==> config.mk <==
export PLATFORM = sky130hd
export DESIGN_NAME = mms_ctrl
export DESIGN_NICKNAME = d
export VERILOG_FILES = /design/src/hw/rtl/mms_pkg.sv /design/src/hw/rtl/mms_ctrl.sv
export SDC_FILE = /design/constraint.sdc
export NUM_CORES = 1
export LEC_CHECK = 0
export ABC_AREA = 1
export BUFFER_PORTS_ARGS = -buffer_cell sky130_fd_sc_hd__buf_4
export CAP_MARGIN = 10
export CORE_AREA = 2 2 39 41
export CTS_BUF_LIST = sky130_fd_sc_hd__clkbuf_4 sky130_fd_sc_hd__clkbuf_8 sky130_fd_sc_hd__clkbuf_16
export DETAILED_ROUTE_END_ITERATION = 8
export DIE_AREA = 0 0 41 43
export PLACE_DENSITY = 0.35
export RECOVER_POWER = 100
export SKIP_LAST_GASP = 1
export SYNTH_ARGS = -nofsm -noshare
export SYNTH_HDL_FRONTEND = slang
export SYNTH_SLANG_ARGS = --single-unit
export TNS_END_PERCENT = 1
==> constraint.sdc <==
create_clock -name clk -period 0.8 [get_ports clk]
set_input_delay 0 -clock clk [delete_from_list [all_inputs] [get_ports clk]]
set_output_delay 0 -clock clk [all_outputs]
set_load 0.05 [all_outputs]
==> src/hw/rtl/mms_pkg.sv <==
// ----------------------------------------------------------------------------
// mms_pkg
// Shared types and constants of the min/max stack: request and response
// payloads, stack entries, action and status codes, and the command and
// status groups that pass between controller and datapath.
// ----------------------------------------------------------------------------
package mms_pkg;

	localparam int unsigned StackDepth = 256;
	localparam int unsigned DataW      = 32;
	localparam int unsigned DepthW     = 9;

	localparam logic [1:0] ACT_PUSH = 2'd0;
	localparam logic [1:0] ACT_POP  = 2'd1;
	localparam logic [1:0] ACT_PEEK = 2'd2;

	typedef enum logic [1:0] {
		ST_OK        = 2'd0,
		ST_POP_EMPTY = 2'd1,
		ST_PUSH_FULL = 2'd2
	} status_t;

	typedef struct packed {
		logic        [1:0]       action;
		logic signed [DataW-1:0] value;
	} req_t;

	typedef struct packed {
		logic signed [DataW-1:0]  top_value;
		logic signed [DataW-1:0]  running_max;
		logic signed [DataW-1:0]  running_min;
		logic        [DataW-1:0]  spread;
		logic        [DepthW-1:0] depth;
		logic                     is_empty;
		status_t                  status;
	} rsp_t;

	typedef struct packed {
		logic signed [DataW-1:0] val;
		logic signed [DataW-1:0] hi;
		logic signed [DataW-1:0] lo;
	} entry_t;

	typedef struct packed {
		logic accept;
		logic load_top;
		logic emit;
	} ctrl_cmd_t;

	typedef struct packed {
		logic need_read;
	} dp_stat_t;

endpackage

==> src/hw/rtl/mms_ctrl.sv <==
// ----------------------------------------------------------------------------
// mms_ctrl
// Sequencer: takes a request, waits for the memory read on a pop that
// exposes a stored entry, then loads the response register.
// ----------------------------------------------------------------------------
module mms_ctrl (
	input  logic                clk,
	input  logic                arst_n,
	input  logic                req_valid,
	output logic                req_ready,
	output logic                rsp_valid,
	input  logic                rsp_ready,
	input  mms_pkg::dp_stat_t   stat,
	output mms_pkg::ctrl_cmd_t  cmd
);

	typedef enum logic [1:0] {
		S_IDLE,
		S_LOAD,
		S_EMIT
	} state_t;

	state_t state_q;
	logic   rsp_valid_q;

	// A new request is taken in idle once the response register is free or is
	// being emptied in the same cycle.
	always_comb begin
		req_ready    = (state_q == S_IDLE) && (!rsp_valid_q || rsp_ready);
		cmd.accept   = req_valid && req_ready;
		cmd.load_top = (state_q == S_LOAD);
		cmd.emit     = (state_q == S_EMIT);
	end

	always_ff @(posedge clk or negedge arst_n) begin
		if (!arst_n) begin
			state_q     <= S_IDLE;
			rsp_valid_q <= 1'b0;
		end else begin
			if (rsp_valid_q && rsp_ready) begin
				rsp_valid_q <= 1'b0;
			end
			unique case (state_q)
				S_IDLE: begin
					if (cmd.accept) begin
						state_q <= stat.need_read ? S_LOAD : S_EMIT;
					end
				end
				S_LOAD: begin
					state_q <= S_EMIT;
				end
				S_EMIT: begin
					rsp_valid_q <= 1'b1;
					state_q     <= S_IDLE;
				end
				default: begin
					state_q <= S_IDLE;
				end
			endcase
		end
	end

	assign rsp_valid = rsp_valid_q;

endmodule
==> reports/summary.txt <==
die span in y: 43 um
Final ANT Viol Nets: 0
first-pass GRT wire length: 772 um
post-DP HPWL: 408.9 um
Critical Path Max Stage Delay: 0.43 ns
first drt pass iteration count: 1
Slew headroom: 88.35%
grt total ovfl: 0
number of I/O port buffers: 9
vias in the first global route: 212
Area Overhead vs Synth: 159.8%
critical path type: flip-flop to output pin
most frequent cells in the layout: buf_4 (10), clkbuf_4 (4), nor2_4 (3), dfrtp_2 (3)
Setup WS pre-CTS: -0.1306 ns
# setup viols final: 7
Skew-Pair Late Insertion Delay: 0.23 ns
dpl cell area: 302.8 um^2
sequential area share after synthesis: 49.18%
maxcap violations: 0
CTS buffer count: 3
count of standard-cell rows: 14
Worst Hold Depth: 3
WP data required: 0.80 ns
crit end category: output pin
layout cell share with drive strength beyond 1: 77.50%
Synth area leaders: dfrtp_1 (49%), nor2_1 (12%), o21ai_0 (6.6%), a21oi_2 (5.7%), inv_1 (4.9%)
CTS clk-pin slew, worst paths: 0.04 ns
CTS Buffer Depth: 2
drt drc: 0
CP max-delay cell: dfrtp_2
Slew @ Worst Pin: 0.1730 ns
RSZ-0062 raised after global routing: yes
FMAX: 914.1 MHz
FF-to-FF path depth: 5
post-synth top area share: 49.18%
worst min path class: input pin to flip-flop
I/O pin total: 10
Synth area leader: dfrtp_1
Total GRT Usage: 6.841%
most common cell after layout, fill and taps aside: buf_4
CP Cell Sequence: nor2_4, and3_4, buf_8
Slew Limit Fails: 0
Seq cells post-synth: 3
Final Wtd Congestion: 0.6269
vias per inst: 3.661
Initial Util: 11.03%
Critical Path Stages: 3
Min Hold Slack: 0.01688 ns
Min Clock Period, post-route: 1.094 ns
critical path arrival: 1.09 ns
worst-path fanout max: 5
Starting DRT DRC Count: 0
CTS tree: yes
period utilization: 136.7%
Post-Route WL: 473 um
status: complete, but fails checks
largest net degree at the start of global routing: 6
warning count from the yosys run: 0
Avg Inst Size Synth: 7.632 um^2
Design Area, Final: 396.6 um^2
vias: 205
hold violation count in the final report: 0
Clock Skews: 0.00006833 ns
failing checks: negative setup slack
# nets final: 46
crit start category: flip-flop
initial antenna violation count: 0
Final WS setup: -0.2940 ns
Sink Count: 3
Core ar.: 1384 um^2
diode count: 0
Synth Net Count: 25
die width: 41 um
Bufs and invs on worst path: 1
Post-Syn Area: 152.6 um^2
final setup TNS: -1.390 ns
CTS Root Cell: clkbuf_4
DIE AREA: 1763 um^2
critical path's top delay family: flip-flops
Mapped Cells: 20
Wirelength per Cell: 8.446 um
Netlist cell types: 10
CTS H-tree lvls: 1
path summary, 6_finish.rpt:
| check | start | to | slack [ns] |
|---|---|---|---|
| min in group asynchronous | arst_n | state_q[1] | 0.11 |
| min reg2reg | state_q[0] | rsp_valid | 0.57 |
| min | stat | state_q[0] | 0.02 |
| max in group asynchronous | arst_n | state_q[0] | 0.52 |
| max reg2reg | state_q[0] | state_q[0] | -0.14 |
| max | state_q[0] | cmd[2] | -0.29 |
flip-flops by register name, indices dropped and copies added (netlist names):
name,count
state_q,2
rsp_valid,1
worst register-to-register path, stage by stage (launching register included):
cell	delay, ns
dfrtp_2	0.43
nor2_4	0.11
buf_4	0.10
buf_4	0.09
nand2_1	0.04
nor2_1	0.09
cells in the mapped netlist:
cell type,number
o21ai_0,2
nor2_1,5
inv_2,2
a21oi_1,1
inv_1,2
nand2_2,1
a21oi_2,1
and3_1,1
dfrtp_1,3
nand2_1,2
stage by stage:
step / util [%] / std cells
floorplan: - / 20
global placement: 21.88 / 50
detailed placement: 21.88 / 50
CTS: 26.58 / 56
global route: 28.66 / 56
finish: 28.66 / 56
logic make-up after synthesis:
logic type | count (synthesis) | share of synthesized area [%]
AND/OR/NAND/NOR | 9 | 25.42
buffers and inverters | 4 | 9.840
flip-flops | 3 | 49.18
AO/OA/AOI/OAI | 4 | 15.57
final cells by class:
class,count,area (um^2)
Sequential cell,3,78.83
Multi-Input combinational cell,13,108.9
Inverter,4,17.52
Clock buffer,4,30.03
Timing Repair Buffer,16,141.4
Tap cell,16,20.02
Fill cell,160,987.2
repair_timing:
action,CTS,global route
pin swaps,2,1
resized for setup,5,9
endpoints found under the setup margin,7,8
hold endpoints to repair,3,0
gates cloned,0,0
hold buffers,1,0
setup buffers,1,0
layer usage:
| metal | track usage [%] | wire (um) |
|---|---|---|
| met1 | 7.120 | 191 |
| met2 | 9.375 | 232 |
| met3 | 3.665 | 50 |
| met4 | 6.000 | 0 |
| met5 | 0 | 0 |
Power is not shown: default switching activity piles up to over one toggle a cycle in this logic, so the estimate is an artifact.
